### src/hdl/mct_pkg.sv
`timescale 1ns / 1ps

package mct_pkg;

   // default build of the timer
   localparam int MCT_MATCH_CHANNELS = 4;
   localparam int MCT_COUNTER_BITS   = 32;

   localparam int DATA_W      = 32;
   localparam int REG_INDEX_W = 4;
   localparam int CSR_INDEX_W = 3;
   localparam int MAX_CHANNELS = 4;

   // bit positions inside the bus words
   localparam int FLAG_CAPTURE_BIT = 4;
   localparam int CTRL_ACTION_LSB  = 4;

   typedef enum logic [1:0] {
      OP_TICK  = 2'd0,
      OP_READ  = 2'd1,
      OP_WRITE = 2'd2
   } op_type;

   typedef enum logic [1:0] {
      ACT_HOLD   = 2'd0,
      ACT_CLEAR  = 2'd1,
      ACT_SET    = 2'd2,
      ACT_TOGGLE = 2'd3
   } action_type;

   // bus register map
   localparam logic [REG_INDEX_W-1:0] REG_FLAGS   = 4'd0;
   localparam logic [REG_INDEX_W-1:0] REG_COUNTER = 4'd1;
   localparam logic [REG_INDEX_W-1:0] REG_MATCH0  = 4'd2;
   localparam logic [REG_INDEX_W-1:0] REG_MATCH3  = 4'd5;
   localparam logic [REG_INDEX_W-1:0] REG_CONTROL = 4'd6;
   localparam logic [REG_INDEX_W-1:0] REG_CAPTURE = 4'd7;

   // configuration register map
   localparam logic [CSR_INDEX_W-1:0] CSR_PRESCALE_LIMIT   = 3'd0;
   localparam logic [CSR_INDEX_W-1:0] CSR_COUNTER_ENABLE   = 3'd1;
   localparam logic [CSR_INDEX_W-1:0] CSR_MATCH_RESET_MASK = 3'd2;
   localparam logic [CSR_INDEX_W-1:0] CSR_MATCH_IRQ_MASK   = 3'd3;
   localparam logic [CSR_INDEX_W-1:0] CSR_CAPTURE_RISING   = 3'd4;
   localparam logic [CSR_INDEX_W-1:0] CSR_CAPTURE_FALLING  = 3'd5;
   localparam logic [CSR_INDEX_W-1:0] CSR_CAPTURE_IRQ_EN   = 3'd6;

   typedef struct packed {
      logic [1:0]             operation;
      logic [REG_INDEX_W-1:0] reg_index;
      logic [DATA_W-1:0]      write_data;
      logic                   capture_level;
   } req_type;

   typedef struct packed {
      logic [DATA_W-1:0]       read_data;
      logic                    irq;
      logic [MAX_CHANNELS-1:0] match_outputs;
   } rsp_type;

   typedef struct packed {
      logic [DATA_W-1:0]       prescale_limit;
      logic                    counter_enable;
      logic [MAX_CHANNELS-1:0] match_reset_mask;
      logic [MAX_CHANNELS-1:0] match_irq_mask;
      logic                    capture_on_rising;
      logic                    capture_on_falling;
      logic                    capture_irq_enable;
   } cfg_type;

endpackage

### src/hdl/mct_core.sv
`timescale 1ns / 1ps

module mct_core
   import mct_pkg::*;
#(
   parameter int MATCH_CHANNELS = MCT_MATCH_CHANNELS,
   parameter int COUNTER_BITS   = MCT_COUNTER_BITS
) (
   input  logic    clock,
   input  logic    reset,
   input  logic    advance,
   input  req_type req,
   input  cfg_type cfg,
   output rsp_type rsp
);

   logic [DATA_W-1:0]         prescale_ff, prescale_in;
   logic [COUNTER_BITS-1:0]   count_ff, count_in;
   logic [COUNTER_BITS-1:0]   match_ff [MATCH_CHANNELS];
   logic [COUNTER_BITS-1:0]   match_in [MATCH_CHANNELS];
   logic [MATCH_CHANNELS-1:0] level_ff, level_in;
   logic [1:0]                action_ff [MATCH_CHANNELS];
   logic [1:0]                action_in [MATCH_CHANNELS];
   logic [MATCH_CHANNELS-1:0] mflag_ff, mflag_in;
   logic                      cflag_ff, cflag_in;
   logic [COUNTER_BITS-1:0]   captured_ff, captured_in;
   logic                      last_level_ff, last_level_in;

   logic [COUNTER_BITS-1:0]   count_inc;
   logic [MATCH_CHANNELS-1:0] eq_now, hit;
   logic                      to_zero;
   logic                      edge_hit;
   logic [DATA_W-1:0]         rd;

   // compare against the current count and the incremented count side by side
   always_comb begin
      count_inc = count_ff + 1'b1;
      for (int c = 0; c < MATCH_CHANNELS; c++) begin
         eq_now[c] = (count_ff == match_ff[c]);
      end
      to_zero = |(eq_now & cfg.match_reset_mask[MATCH_CHANNELS-1:0]);
      for (int c = 0; c < MATCH_CHANNELS; c++) begin
         hit[c] = to_zero ? (match_ff[c] == '0) : (match_ff[c] == count_inc);
      end
      edge_hit = (!last_level_ff && req.capture_level && cfg.capture_on_rising) ||
                 (last_level_ff && !req.capture_level && cfg.capture_on_falling);
   end

   always_comb begin
      prescale_in   = prescale_ff;
      count_in      = count_ff;
      level_in      = level_ff;
      mflag_in      = mflag_ff;
      cflag_in      = cflag_ff;
      captured_in   = captured_ff;
      last_level_in = last_level_ff;
      for (int c = 0; c < MATCH_CHANNELS; c++) begin
         match_in[c]  = match_ff[c];
         action_in[c] = action_ff[c];
      end
      rd = '0;

      unique case (op_type'(req.operation))
         OP_TICK: begin
            last_level_in = req.capture_level;
            if (edge_hit) begin
               captured_in = count_ff;
               if (cfg.capture_irq_enable) begin
                  cflag_in = 1'b1;
               end
            end
            if (cfg.counter_enable) begin
               if (prescale_ff >= cfg.prescale_limit) begin
                  prescale_in = '0;
                  count_in    = to_zero ? '0 : count_inc;
                  for (int c = 0; c < MATCH_CHANNELS; c++) begin
                     if (hit[c]) begin
                        if (cfg.match_irq_mask[c]) begin
                           mflag_in[c] = 1'b1;
                        end
                        case (action_type'(action_ff[c]))
                           ACT_CLEAR:  level_in[c] = 1'b0;
                           ACT_SET:    level_in[c] = 1'b1;
                           ACT_TOGGLE: level_in[c] = ~level_ff[c];
                           default:    level_in[c] = level_ff[c];
                        endcase
                     end
                  end
               end else begin
                  prescale_in = prescale_ff + 1'b1;
               end
            end
         end
         OP_READ: begin
            unique case (req.reg_index) inside
               REG_FLAGS: begin
                  rd[MATCH_CHANNELS-1:0] = mflag_ff;
                  rd[FLAG_CAPTURE_BIT]   = cflag_ff;
               end
               REG_COUNTER: rd = DATA_W'(count_ff);
               [REG_MATCH0:REG_MATCH3]: begin
                  for (int c = 0; c < MATCH_CHANNELS; c++) begin
                     if (req.reg_index == REG_INDEX_W'(int'(REG_MATCH0) + c)) begin
                        rd = DATA_W'(match_ff[c]);
                     end
                  end
               end
               REG_CONTROL: begin
                  rd[MATCH_CHANNELS-1:0] = level_ff;
                  for (int c = 0; c < MATCH_CHANNELS; c++) begin
                     rd[CTRL_ACTION_LSB + 2*c +: 2] = action_ff[c];
                  end
               end
               REG_CAPTURE: rd = DATA_W'(captured_ff);
               default: rd = '0;
            endcase
         end
         OP_WRITE: begin
            unique case (req.reg_index) inside
               REG_FLAGS: begin
                  mflag_in = mflag_ff & ~req.write_data[MATCH_CHANNELS-1:0];
                  cflag_in = cflag_ff & ~req.write_data[FLAG_CAPTURE_BIT];
               end
               REG_COUNTER: count_in = req.write_data[COUNTER_BITS-1:0];
               [REG_MATCH0:REG_MATCH3]: begin
                  for (int c = 0; c < MATCH_CHANNELS; c++) begin
                     if (req.reg_index == REG_INDEX_W'(int'(REG_MATCH0) + c)) begin
                        match_in[c] = req.write_data[COUNTER_BITS-1:0];
                     end
                  end
               end
               REG_CONTROL: begin
                  level_in = req.write_data[MATCH_CHANNELS-1:0];
                  for (int c = 0; c < MATCH_CHANNELS; c++) begin
                     action_in[c] = req.write_data[CTRL_ACTION_LSB + 2*c +: 2];
                  end
               end
               default: ;
            endcase
         end
         default: ;
      endcase
   end

   // report the state as left by this request
   always_comb begin
      rsp.read_data     = rd;
      rsp.irq           = (|mflag_in) | cflag_in;
      rsp.match_outputs = MAX_CHANNELS'(level_in);
   end

   always_ff @(posedge clock) begin
      if (reset) begin
         prescale_ff   <= '0;
         count_ff      <= '0;
         level_ff      <= '0;
         mflag_ff      <= '0;
         cflag_ff      <= 1'b0;
         captured_ff   <= '0;
         last_level_ff <= 1'b0;
         for (int c = 0; c < MATCH_CHANNELS; c++) begin
            match_ff[c]  <= '0;
            action_ff[c] <= '0;
         end
      end else if (advance) begin
         prescale_ff   <= prescale_in;
         count_ff      <= count_in;
         level_ff      <= level_in;
         mflag_ff      <= mflag_in;
         cflag_ff      <= cflag_in;
         captured_ff   <= captured_in;
         last_level_ff <= last_level_in;
         for (int c = 0; c < MATCH_CHANNELS; c++) begin
            match_ff[c]  <= match_in[c];
            action_ff[c] <= action_in[c];
         end
      end
   end

endmodule

### src/hdl/match_capture_timer_top.sv
`timescale 1ns / 1ps
// A request accepted into the request register passes through the timer into the
//   response register, which holds the response until rsp_ready takes it.
// Throughput: one request per cycle while rsp_ready is high, set by the single pass
//   through the timer state between the request register and the response register.
// Reset: synchronous, active high; clears all timer state, configuration and valids.

module match_capture_timer_top
   import mct_pkg::*;
#(
   parameter int MATCH_CHANNELS = MCT_MATCH_CHANNELS,
   parameter int COUNTER_BITS   = MCT_COUNTER_BITS
) (
   input  logic                   clock,
   input  logic                   reset,
   input  logic                   req_valid,
   output logic                   req_ready,
   input  req_type                req_payload,
   output logic                   rsp_valid,
   input  logic                   rsp_ready,
   output rsp_type                rsp_payload,
   input  logic                   csr_we,
   input  logic [CSR_INDEX_W-1:0] csr_index,
   input  logic [DATA_W-1:0]      csr_wdata
);

   req_type req_ff;
   logic    req_valid_ff;
   rsp_type rsp_ff;
   rsp_type rsp_in;
   logic    rsp_valid_ff;
   cfg_type cfg_ff;
   logic    advance;

   // Move the held request into the response register whenever the response
   // slot is empty or being drained this cycle.
   assign advance   = req_valid_ff && (!rsp_valid_ff || rsp_ready);
   // Take a new request when the request register is empty or moving on.
   assign req_ready = !req_valid_ff || advance;

   always_ff @(posedge clock) begin
      if (reset) begin
         req_valid_ff <= 1'b0;
      end else if (req_ready) begin
         req_valid_ff <= req_valid;
      end
   end

   // payload needs no reset
   always_ff @(posedge clock) begin
      if (req_ready && req_valid) begin
         req_ff <= req_payload;
      end
   end

   always_ff @(posedge clock) begin
      if (reset) begin
         rsp_valid_ff <= 1'b0;
      end else if (advance) begin
         rsp_valid_ff <= 1'b1;
      end else if (rsp_ready) begin
         rsp_valid_ff <= 1'b0;
      end
   end

   always_ff @(posedge clock) begin
      if (advance) begin
         rsp_ff <= rsp_in;
      end
   end

   // Configuration registers; the user must write them only while the timer is quiet, the block does not enforce it.
   always_ff @(posedge clock) begin
      if (reset) begin
         cfg_ff <= '0;
      end else if (csr_we) begin
         unique case (csr_index)
            CSR_PRESCALE_LIMIT:   cfg_ff.prescale_limit     <= csr_wdata;
            CSR_COUNTER_ENABLE:   cfg_ff.counter_enable     <= csr_wdata[0];
            CSR_MATCH_RESET_MASK: cfg_ff.match_reset_mask   <= csr_wdata[MAX_CHANNELS-1:0];
            CSR_MATCH_IRQ_MASK:   cfg_ff.match_irq_mask     <= csr_wdata[MAX_CHANNELS-1:0];
            CSR_CAPTURE_RISING:   cfg_ff.capture_on_rising  <= csr_wdata[0];
            CSR_CAPTURE_FALLING:  cfg_ff.capture_on_falling <= csr_wdata[0];
            CSR_CAPTURE_IRQ_EN:   cfg_ff.capture_irq_enable <= csr_wdata[0];
            default: ;
         endcase
      end
   end

   // Prescaler, counter, match channels and capture all update in one pass.
   mct_core #(
      .MATCH_CHANNELS (MATCH_CHANNELS),
      .COUNTER_BITS   (COUNTER_BITS)
   ) u_core (
      .clock   (clock),
      .reset   (reset),
      .advance (advance),
      .req     (req_ff),
      .cfg     (cfg_ff),
      .rsp     (rsp_in)
   );

   assign rsp_valid   = rsp_valid_ff;
   assign rsp_payload = rsp_ff;

endmodule

### config.mk
export PLATFORM = sky130hd
export DESIGN_NAME = match_capture_timer_top
export DESIGN_NICKNAME = d
export VERILOG_FILES = /design/src/hdl/mct_pkg.sv /design/src/hdl/mct_core.sv /design/src/hdl/match_capture_timer_top.sv
export SDC_FILE = /design/constraint.sdc
export NUM_CORES = 1
export LEC_CHECK = 0
export ABC_AREA = 1
export ABC_CLOCK_PERIOD_IN_PS = 12500
export BUFFER_PORTS_ARGS = -buffer_cell sky130_fd_sc_hd__buf_2
export CAP_MARGIN = 20
export CORE_ASPECT_RATIO = 1.5
export CORE_UTILIZATION = 30
export DETAILED_ROUTE_END_ITERATION = 16
export SKIP_LAST_GASP = 1
export SLEW_MARGIN = 5
export SYNTH_ARGS = -nofsm -noshare
export SYNTH_HDL_FRONTEND = slang
export SYNTH_HIERARCHICAL = 1
export SYNTH_SLANG_ARGS = --single-unit
### constraint.sdc
create_clock -name clock -period 12.5 [get_ports clock]
set_input_delay 0.625 -clock clock [delete_from_list [all_inputs] [get_ports clock]]
set_output_delay 0.625 -clock clock [all_outputs]
set_load 0.01 [all_outputs]
---- Word-level counts from Yosys, hierarchy flattened ----
Memories as Yosys holds them, arrays and structs flattened.
Index checks and enable logic that the tools add are counted.
word-level totals
  latch bits .............................. 0
  word-level logic and storage cells ...... 190
  bits in read-only memories .............. 0
  memories ................................ 2
  register bits after elaboration ......... 228
  memory bits (writable) .................. 136
operators by class
  magnitude comparators ................... 3
  equal/unequal tests ..................... 38
  reduce and logical (&&, ||, !) cells .... 36
  divide/modulo/power cells ............... 0
  multiplexer cells ....................... 68
  add/sub/neg operators ................... 2
  bitwise logic cells ..................... 18
  shift-type cells ........................ 0
  $mul .................................... 0
memory list
  memory            depth  width  rd ports  clocked after Yosys merged registers in  wr ports  line            RTL
  u_core.match_ff   4      32     4         0                                        4         mct_core.sv:19  logic [COUNTER_BITS-1:0] match_ff [MATCH_CHANNELS];
  u_core.action_ff  4      2      4         0                                        4         mct_core.sv:22  logic [1:0] action_ff [MATCH_CHANNELS];
operators with widths
  kind                                            count
  two-way mux 32 bit                              17
  == test 32 bit                                  8
  two-way mux 128 bit                             2
  logical NOT 32 bit                              4
  adder 32 x 1 -> 32 bit (second input constant)  2
  one-hot mux 32 bit (2 select lines)             1
  one-hot mux 20 bit (3 select lines)             1
  >= comparator 32 bit                            1
  one-hot mux 7 bit (4 select lines)              1
  two-way mux 1 bit                               26
  one-hot mux 5 bit (5 select lines)              1
  two-way mux 4 bit                               6
  == test 2 bit (second input constant)           9
  == test 4 x 3 -> 1 bit (second input constant)  4
  two-way mux 8 bit                               2
  one-hot mux 4 bit (2 select lines)              2
  AND reduction 2 bit                             8
  one-hot mux 1 bit (3 select lines)              4
  == test 2 x 1 -> 1 bit (second input constant)  5
  == test 3 bit (second input constant)           3
  bitwise OR 1 bit                                9
  bitwise AND 4 bit                               2
  == test 4 x 2 -> 1 bit (second input constant)  2
  two-way mux 2 bit                               4
  21 further kinds                                41

---- Logic depth before layout (Yosys ltp) ----
Gate-level depths: netlist of run 1.
  depth after elaboration ................. 10
  mapped depth ............................ 24
  depth with buffers taken out ............ 23

---- Modules after synthesis ----
Netlist of run 1, hierarchy kept.
by module, submodules not included
  module                   times used  cells an instance  area an instance (um^2)
  mct_core                 1           2665               17880.9
  match_capture_timer_top  1           372                4262.8

---- Worst setup path after synthesis of run 1 ----
No wires, ideal clock.
  path kind ............................... input port to flip-flop
  start point ............................. in rsp_ready
  end point ............................... mem u_core/match_ff[0][0] (netlist name), enable pin
  data required time ...................... 12068 ps
  arrival time ............................ 5059 ps
  path slack .............................. 7009 ps
  stages on the path ...................... 7
  cells stage by stage .................... inv_1 a21oi_1 inv_1 clkbuf_1 o21ai_0 inv_1 a21oi_1
RTL lines
  what             line                           RTL
  start, declared  match_capture_timer_top.sv:20  input logic rsp_ready,
  end, declared    mct_core.sv:19

==> Implementation_results.wiki, run 1 <==
{| class="wikitable"
! Metric !! Value
|-
| Part of the total power dissipated in the clock network || about 43%
|-
| Number of hold-repair buffers added at the cts stage || 0
|-
| Max-capacitance violation count || 0
|-
| Number of fillers in the final layout || approximately 8,000
|-
| Switching Power || 0.000808 W
|-
| Crit Reg-Reg Startpoint || req_ff[37]$_DFFE_PP_
|-
| Die area || between 70,000 and 80,000 um2
|-
| TritonCTS clock tree || done
|-
| Sequential share of power || between 40% and 50%
|-
| Instance count along the most critical hold path || 1
|-
| Starting Density || a little under a third
|-
| Number of H-tree levels || 2
|-
| Total power || around 0.0030 W
|-
| Horiz. Die Dim || 224 um
|-
| Critical path class || reg -> reg
|-
| Detailed placer's ending HPWL || ~86 mm
|-
| Proportion of layout cells with a drive suffix above 1 || under 10%
|-
| Count of input and output buffers || roughly 120
|-
| Cell repeated most along the worst path || sky130_fd_sc_hd__buf_4
|-
| Combined area of all synthesized cells || between 20,000 and 25,000 um2
|-
| Nets in the synthesized netlist || ~3,200
|-
| Slowest-stage cell, CP || sky130_fd_sc_hd__clkinv_1
|-
| Hold WS || approximately 0.21 ns
|-
| Fin worst setup slack || approximately 8 ns
|-
| Flops & latches, synth || approximately 360
|-
| Ports || around 120
|-
| Row count || 121
|-
| Global-route usage over all layers || 29.6%
|-
| Largest net degree at the start of global routing || 65
|-
| Portion of the post-synthesis area used by sequential elements || a little over two fifths
|-
| Crit path capture type || flip-flop
|-
| Final setup violation count || 0
|-
| Destination of the critical timing path || u_core/match_ff[2][29]$_DFFE_PP_
|-
| Initial drt markers || a little under 2,000
|-
| Synthesized instance count || 3,037
|-
| Remaining Overflow, GRT || 0
|-
| Cells on worst reg2reg path || 8
|-
| Pin slew with the least headroom to its limit || roughly 1.2 ns
|-
| Worst-skew pair later-pin latency || between 0.5 and 0.6 ns
|-
| DR WL/cell || approximately 27 um
|-
| Vias post-DR || around 22,000
|-
| Internal power || between 0.002 and 0.0025 W
|-
| Series of cell instances along the critical path || nor2_1 -> buf_4 -> clkinv_1 -> buf_4 -> o21ai_0 -> inv_1 -> a21oi_4 -> buf_4
|-
| Antenna-violating nets left || 0
|-
| Final hold vios || 0
|-
| TritonCTS Buffers || 40
|-
| Startpoint types || flip-flop
|-
| Overall routed net length || between 100 and 150 mm
|-
| Number of remaining DRC errors || 0
|-
| Placeable core area || approximately 73,000 um2
|-
| Max VDD drop || 94.3 uV
|-
| Final-layout setup total negative slack || 0 ns
|-
| Via count of the first global-routing pass || 21,900
|-
| Synthesized area per cell || 7.29 um2
|-
| Required @ worst endpoint || 12.74 ns
|-
| Max Freq || between 0.2 and 0.25 GHz
|-
| Min-delay worst type || in -> reg
|-
| Main flop type after synthesis || sky130_fd_sc_hd__edfxtp_1
|-
| Wire length of the first global-routing pass || 157 mm
|-
| Layout Area Growth over Synthesis || 13.6%
|-
| DRT Pass-1 Iters || 6
|-
| Maximum clock path buffer count || 3
|-
| Switching part of the total || approximately 27%
|-
| Sink Count || between 300 and 400
|-
| Resized Gates After CTS || 0
|-
| Result of the run || completed
|-
| Share of synthesized registers carrying an async set or reset || 0%
|-
| Antenna violations before repair || 8
|-
| Via-to-Cell Ratio || roughly 5.4
|-
| Placement Cell Area || between 20,000 and 25,000 um2
|-
| Count of flip-flops with a built-in enable after synthesis || 212
|-
| Minimum clock period after layout || 4.31 ns
|-
| Clock transition at the registers of the reported paths || roughly 0.060 ns
|-
| Largest fanout on the critical path || 21
|-
| Areal power density over the cells || 118 nW/um2
|-
| Count of synthesis-stage warnings from yosys || 6
|-
| Final critical-path share of the clock period || ~35%
|-
| Net count, final || around 3,200
|-
| Reg-to-reg setup timing slack || around 8.2 ns
|-
| Setup repair after global routing missed its margin || no
|-
| Critical path launch point || req_ff[37]$_DFFE_PP_
|-
| Largest stage delay, worst path || about 0.8 ns
|-
| Distinct cell type count after synthesis || 54
|-
| Clock root buffer || sky130_fd_sc_hd__clkbuf_16
|-
| Height of the chip || 335 um
|-
| Final clock skew || between 0.02 and 0.025 ns
|-
| Post-CTS setup buffer count || 0
|-
| Final Instance Area || approximately 25,000 um2
|-
| Endpoint of the most critical register-to-register path || u_core/match_ff[2][29]$_DFFE_PP_
|-
| Number of max-slew violations in the final report || 0
|-
| Worst path arrival time || about 4.6 ns
|-
| Worst-case headroom to the max-slew limit || 20.6%
|-
| Combinational Power Share || about 11%
|-
| Static leakage power || 10.6 nW
|-
| Setup Slack @ Placement || 8.27 ns
|-
| Final weighted congestion in routability-driven placement || approximately 1.1
|}
## cells by family (layout without fill, tap and decap cells)
logic type      after synthesis  after routing  share of synthesized area, %
buf+inv                     479            593                          8.78
simple gates               1640           1640                          32.2
compound gates              435            435                          11.3
xor+xnor                     85             85                          3.36
fa+ha+maj                    34             34                          1.92
other cells                   0              4                             0
flops                       364            364                          42.5
## worst min-delay path by stage
stage                            start                 endpoint
6_report               req_payload[26]     req_ff[26]$_DFFE_PP_
5_1_grt                req_payload[26]     req_ff[26]$_DFFE_PP_
4_1_cts                req_payload[26]     req_ff[26]$_DFFE_PP_
3_5_place_dp   cfg_ff[36]$_SDFFE_PP0P_  cfg_ff[36]$_SDFFE_PP0P_
3_3_place_gp   cfg_ff[26]$_SDFFE_PP0P_  cfg_ff[26]$_SDFFE_PP0P_
2_1_floorplan   cfg_ff[2]$_SDFFE_PP0P_   cfg_ff[2]$_SDFFE_PP0P_
## flip-flops by register name (all words and copies together) (netlist names)
name and count:
u_core/captured_ff 32, cfg_ff 44, rsp_valid 1, rsp_payload 37, req_valid_ff 1, u_core/cflag_ff 1
u_core/prescale_ff 32, u_core/mflag_ff 4, u_core/action_ff 8, u_core/match_ff 128, req_ff 39, u_core/level_ff 4
u_core/last_level_ff 1, u_core/count_ff 32
## worst max-delay path: cells and delay by family (launching register included)
family,cells,cell delay (ns)
AO/OA/AOI/OAI,2,0.93
buffers and inverters,5,2.34
AND/OR/NAND/NOR,1,0.15
flip-flops,1,0.52
## Yosys cell counts (all sizes together) (2+ instances only)
cell / instances / area [um2]
nand3: 178 / 936
dfxtp: 152 / 3040
o221ai: 8 / 70.1
o31ai: 3 / 22.5
ha: 34 / 425
nor3: 52 / 265
o211ai: 5 / 37.5
buf: 52 / 339
o32ai: 2 / 17.5
and3: 3 / 18.8
xor2: 57 / 499
a211oi: 24 / 180
a221oi: 24 / 210
nor3b: 3 / 22.5
nand2: 821 / 3190
edfxtp: 212 / 6370
o21ai: 146 / 731
nor2: 484 / 2040
nor4: 35 / 240
a31oi: 24 / 150
inv: 361 / 1360
nand3b: 10 / 75.1
o22ai: 45 / 282
nand4: 51 / 319
a21oi: 147 / 736
clkbuf: 55 / 206
xnor2: 28 / 245
a41oi: 2 / 17.5
clkinv: 11 / 41.3
## through the flow
stage / util [%] / std cells
3_3_place_gp: 32.6 / 4063
3_5_place_dp: 32.6 / 4063
2_1_floorplan: - / 3037
4_1_cts: 34.5 / 4135
6_report: 34.5 / 4139
5_1_grt: 34.5 / 4136
## cell type report
class / count / area (um2) / share of cell area [%]
multi-input cells: 2194 / 10900 / 43.3
flip-flops and latches: 364 / 9410 / 37.4
inverters: 372 / 1400 / 5.56
well taps: 984 / 1230 / 4.89
clock buffers: 55 / 1150 / 4.57
repair buffers: 149 / 826 / 3.28
clock inverters: 17 / 249 / 0.990
diodes: 4 / 10.0 / 0.0398
## routing by layer
layer / vias up / track usage [%] / share of wire [%]
met2: 1207 / 51.9 / 49
met3: 479 / 5.41 / 6.5
met5: - / 0 / 0.046
li1: 10200 / - / -
met1: 10400 / 29.8 / 34
met4: 8 / 26.6 / 11
## placed cells by master (no fill, tap or decap), types with 6 or more instances in the layout
master,netlist,layout
sky130_fd_sc_hd__clkbuf_16,0,41
sky130_fd_sc_hd__a21oi_1,147,141
sky130_fd_sc_hd__inv_2,12,14
sky130_fd_sc_hd__dfxtp_1,152,152
sky130_fd_sc_hd__nor2_2,6,9
sky130_fd_sc_hd__nand4_1,51,51
sky130_fd_sc_hd__a211oi_1,24,24
sky130_fd_sc_hd__nand3b_1,10,10
sky130_fd_sc_hd__ha_1,34,34
sky130_fd_sc_hd__nor2_4,17,17
sky130_fd_sc_hd__buf_2,25,117
sky130_fd_sc_hd__o21ai_1,9,9
sky130_fd_sc_hd__edfxtp_1,212,212
sky130_fd_sc_hd__clkbuf_1,55,7
sky130_fd_sc_hd__nor3_1,51,51
sky130_fd_sc_hd__o221ai_1,8,8
sky130_fd_sc_hd__a221oi_1,24,24
sky130_fd_sc_hd__a21oi_4,0,6
sky130_fd_sc_hd__clkbuf_8,0,7
sky130_fd_sc_hd__o22ai_1,45,45
sky130_fd_sc_hd__a31oi_1,24,24
sky130_fd_sc_hd__xor2_1,57,57
sky130_fd_sc_hd__nor4_1,33,33
sky130_fd_sc_hd__o21ai_0,137,137
sky130_fd_sc_hd__nor2_1,456,453
sky130_fd_sc_hd__xnor2_1,28,28
sky130_fd_sc_hd__bufinv_16,0,6
sky130_fd_sc_hd__inv_1,348,347
sky130_fd_sc_hd__nand2_2,23,25
sky130_fd_sc_hd__nand3_1,172,171
sky130_fd_sc_hd__nand2_1,793,790
sky130_fd_sc_hd__buf_4,16,32
sky130_fd_sc_hd__clkinv_1,11,13
## power groups by stage
stage	Clock, W	Combinational [W]	Sequential [W]
2_1_floorplan	0	0.000175	0.00137
3_3_place_gp	0	0.000319	0.00139
3_5_place_dp	0	0.000319	0.00139
4_1_cts	0.00131	0.000320	0.00136
5_1_grt	0.00135	0.000347	0.00136
6_report	0.00129	0.000329	0.00136
No activity file was read; power rests on OpenSTA's default activity.
==> run 2, diff against run 1 <==
--- a/config.mk
+++ b/config.mk
@@ -6,7 +6,7 @@
 export NUM_CORES = 1
 export LEC_CHECK = 0
 export ABC_AREA = 1
-export ABC_CLOCK_PERIOD_IN_PS = 12500
+export ABC_CLOCK_PERIOD_IN_PS = 3900
 export BUFFER_PORTS_ARGS = -buffer_cell sky130_fd_sc_hd__buf_2
 export CAP_MARGIN = 20
 export CORE_ASPECT_RATIO = 1.5
==> constraint.sdc (replaced) <==
create_clock -name clock -period 3.9 [get_ports clock]
set_input_delay 0.195 -clock clock [delete_from_list [all_inputs] [get_ports clock]]
set_output_delay 0.195 -clock clock [all_outputs]
set_load 0.01 [all_outputs]
==> run 2 against run 1 <==
Effect of this change:
- first-iteration DRC count increased by 4.5%
- clock-buffer cell count decreased by 3
- setup slack got worse by 7.9 ns
- sequential share of layout area decreased by 2.2 points
- clock skew about the same
- cell count increased by 4.6%
- largest power group unchanged
==> Implementation_results.wiki, run 2 (same netlist as run 1, synthesis figures left out) <==
{| class="wikitable"
! Metric !! Value
|-
| Final setup violation count || 0
|-
| Via count of the first global-routing pass || approximately 23,000
|-
| DR WL/cell || ~28 um
|-
| Die area || 74,900 um2
|-
| Count of input and output buffers || 117
|-
| Hold WS || between 0.03 and 0.04 ns
|-
| Global-route track usage on met1 || ~33%
|-
| Largest fanout on the critical path || 6
|-
| Vias post-DR || 22,900
|-
| Worst path arrival time || approximately 3.9 ns
|-
| Critical path class || reg -> reg
|-
| Max VDD drop || approximately 310 uV
|-
| Net count, final || 3,426
|-
| Cells on worst reg2reg path || 17
|-
| Number of H-tree levels || 2
|-
| Maximum clock path buffer count || 3
|-
| Layout Area Growth over Synthesis || 20.7%
|-
| Number of max-slew violations in the final report || 0
|-
| Antenna violations before repair || 3
|-
| Areal power density over the cells || around 350 nW/um2
|-
| Antenna-violating nets left || 0
|-
| Row count || 121
|-
| Final hold vios || 0
|-
| TritonCTS Buffers || 40
|-
| Reg-to-reg setup timing slack || roughly 0.30 ns
|-
| Detailed placer's ending HPWL || about 95 mm
|-
| Global-route usage over all layers || between 30% and 40%
|-
| Number of diodes || 0
|-
| Pin slew with the least headroom to its limit || between 1 and 1.5 ns
|-
| Final clock skew || about 0.022 ns
|-
| Starting Density || roughly 30%
|-
| Dpl cells || roughly 4,200
|-
| Crit path capture type || flip-flop
|-
| Horiz. Die Dim || ~220 um
|-
| Registers with the highest flip-flop counts || u_core/match_ff (128), cfg_ff (44), req_ff (39)
|-
| Minimum clock period after layout || 3.60 ns
|-
| Height of the chip || 335 um
|-
| Overall routed net length || approximately 120 mm
|-
| Register bank with the most flops || u_core/match_ff
|-
| Hold worst-path end || cfg_ff[15]$_SDFFE_PP0P_
|-
| Utilization after layout || a little under two fifths
|-
| Instance count along the most critical hold path || 5
|-
| Result of the run || completed
|-
| Number of remaining DRC errors || 0
|-
| Min-delay src || csr_wdata[3]
|-
| Startpoint types || flip-flop
|-
| Initial drt markers || about 2,000
|-
| Remaining Overflow, GRT || 0
|-
| Clock root buffer || sky130_fd_sc_hd__clkbuf_16
|-
| Worst-case headroom to the max-slew limit || 27.1%
|-
| TritonCTS clock tree || done
|-
| Gr busiest metal || met2
|-
| Post-route insts no fill || roughly 4,300
|-
| Final weighted congestion in routability-driven placement || around 1.1
|-
| Largest net degree at the start of global routing || 65
|-
| Post-CTS setup buffer count || 0
|-
| Largest register FFs || between 100 and 150
|-
| Ports || ~120
|-
| Met3 Use GR || a little over 4%
|-
| Proportion of layout cells with a drive suffix above 1 || between 10% and 20%
|-
| Met2 usage in global routing || 56.3%
|-
| Sink Count || approximately 360
|-
| Leading cell type in the layout, fill and taps excluded || sky130_fd_sc_hd__nand2_1
|-
| Wire length of the first global-routing pass || ~170 mm
|-
| DRT Pass-1 Iters || 7
|-
| Placeable core area || approximately 73,000 um2
|-
| Setup repair after global routing missed its margin || no
|-
| Worst-skew pair later-pin latency || slightly below 0.6 ns
|-
| Most frequent cells in the layout || sky130_fd_sc_hd__nand2_1, sky130_fd_sc_hd__nor2_1, sky130_fd_sc_hd__inv_1
|-
| Critical path launch point || u_core/count_ff[6]$_SDFFE_PP0P_
|-
| Final critical-path share of the clock period || around 90%
|-
| Crit Reg-Reg Startpoint || u_core/count_ff[6]$_SDFFE_PP0P_
|-
| Max Freq || roughly 0.28 GHz
|-
| Required @ worst endpoint || roughly 4.2 ns
|-
| Max-capacitance violation count || 0
|-
| Via-to-Cell Ratio || 5.30
|-
| Endpoint of the most critical register-to-register path || rsp_payload[2]$_DFFE_PP_
|-
| Clock transition at the registers of the reported paths || approximately 0.060 ns
|-
| Static leakage power || approximately 11 nW
|-
| Resized Gates After CTS || 0
|-
| Min-delay worst type || in -> reg
|}
-- run 2: changes by cell type in the layout (fill, tap and decap cells not counted), sizes merged, moves of 4 or more --
cell | before | now
buf | 149 | 270
dlygate4sd3 | 0 | 71
bufinv | 6 | 2
clkinv | 19 | 23
diode | 4 | 0
-- run 2: metal layers --
layer | up-vias | part of all wire (%)
met5 | - | 0.021
li1 | 10600 | -
met2 | 1025 | 50
met4 | 4 | 10
met3 | 389 | 5.3
met1 | 10900 | 35
-- run 2: worst max-delay path by stage --
stage                                                 end  slack (ns)  depth (start not counted)
after CTS                        rsp_payload[2]$_DFFE_PP_        0.42                         17
after global routing             rsp_payload[0]$_DFFE_PP_        0.15                         21
after floorplan           u_core/match_ff[0][0]$_DFFE_PP_       -0.34                          6
after detailed placement         rsp_payload[2]$_DFFE_PP_        0.43                         17
final                            rsp_payload[2]$_DFFE_PP_        0.30                         17
after global placement           rsp_payload[2]$_DFFE_PP_        0.40                         15
-- run 2: worst max-delay path, cell delays in order (launching register included) --
cell,delay (ns)
sky130_fd_sc_hd__dfxtp_1,0.56
sky130_fd_sc_hd__clkinv_1,0.27
sky130_fd_sc_hd__buf_4,0.24
sky130_fd_sc_hd__nand2_1,0.16
sky130_fd_sc_hd__nand4_1,0.10
sky130_fd_sc_hd__nor3_1,0.31
sky130_fd_sc_hd__nand2_1,0.21
sky130_fd_sc_hd__nor2_1,0.30
sky130_fd_sc_hd__nand3_1,0.12
sky130_fd_sc_hd__nand2_1,0.09
sky130_fd_sc_hd__nor2_1,0.13
sky130_fd_sc_hd__nor2_1,0.25
sky130_fd_sc_hd__nor2_1,0.09
sky130_fd_sc_hd__buf_4,0.15
sky130_fd_sc_hd__nand3_1,0.08
sky130_fd_sc_hd__nand3_1,0.09
sky130_fd_sc_hd__nand2_1,0.10
sky130_fd_sc_hd__nand3_1,0.08
-- run 2: area by class of cell --
| cell class | count | area (um2) |
|---|---|---|
| Clock buffer | 52 | 1100 |
| Clock inverter | 21 | 196 |
| Fill cell | 7821 | 46100 |
| Inverter | 372 | 1400 |
| Multi-Input combinational cell | 2194 | 10900 |
| Sequential cell | 364 | 9410 |
| Tap cell | 984 | 1230 |
| Timing Repair Buffer | 341 | 2530 |
-- run 2: repair_timing --
| item | in CTS | in global routing |
|---|---|---|
| endpoints found under the hold margin | 70 | 0 |
| endpoints found under the setup margin | 0 | 0 |
| hold buffers | 71 | 0 |
-- run 2: where the power goes --
part / internal (W) / switching (W)
Sequential: 0.00422 / 0.000139
Clock: 0.00214 / 0.00169
Combinational: 0.000356 / 0.000836
-- run 2: through the flow --
| stage | setup TNS [ns] | cell area [um2] | worst slack, ns | power, W |
|---|---|---|---|---|
| 3_5_place_dp | 0 | 24700 | 0.432 | 0.00554 |
| 5_1_grt | 0 | 26700 | 0.150 | 0.00967 |
| 6_report | 0 | 26700 | 0.302 | 0.00938 |
| 3_3_place_gp | 0 | 24700 | 0.397 | 0.00555 |
| 4_1_cts | 0 | 26700 | 0.422 | 0.00944 |
| 2_1_floorplan | -44.05 | 22100 | -0.344 | 0.00494 |
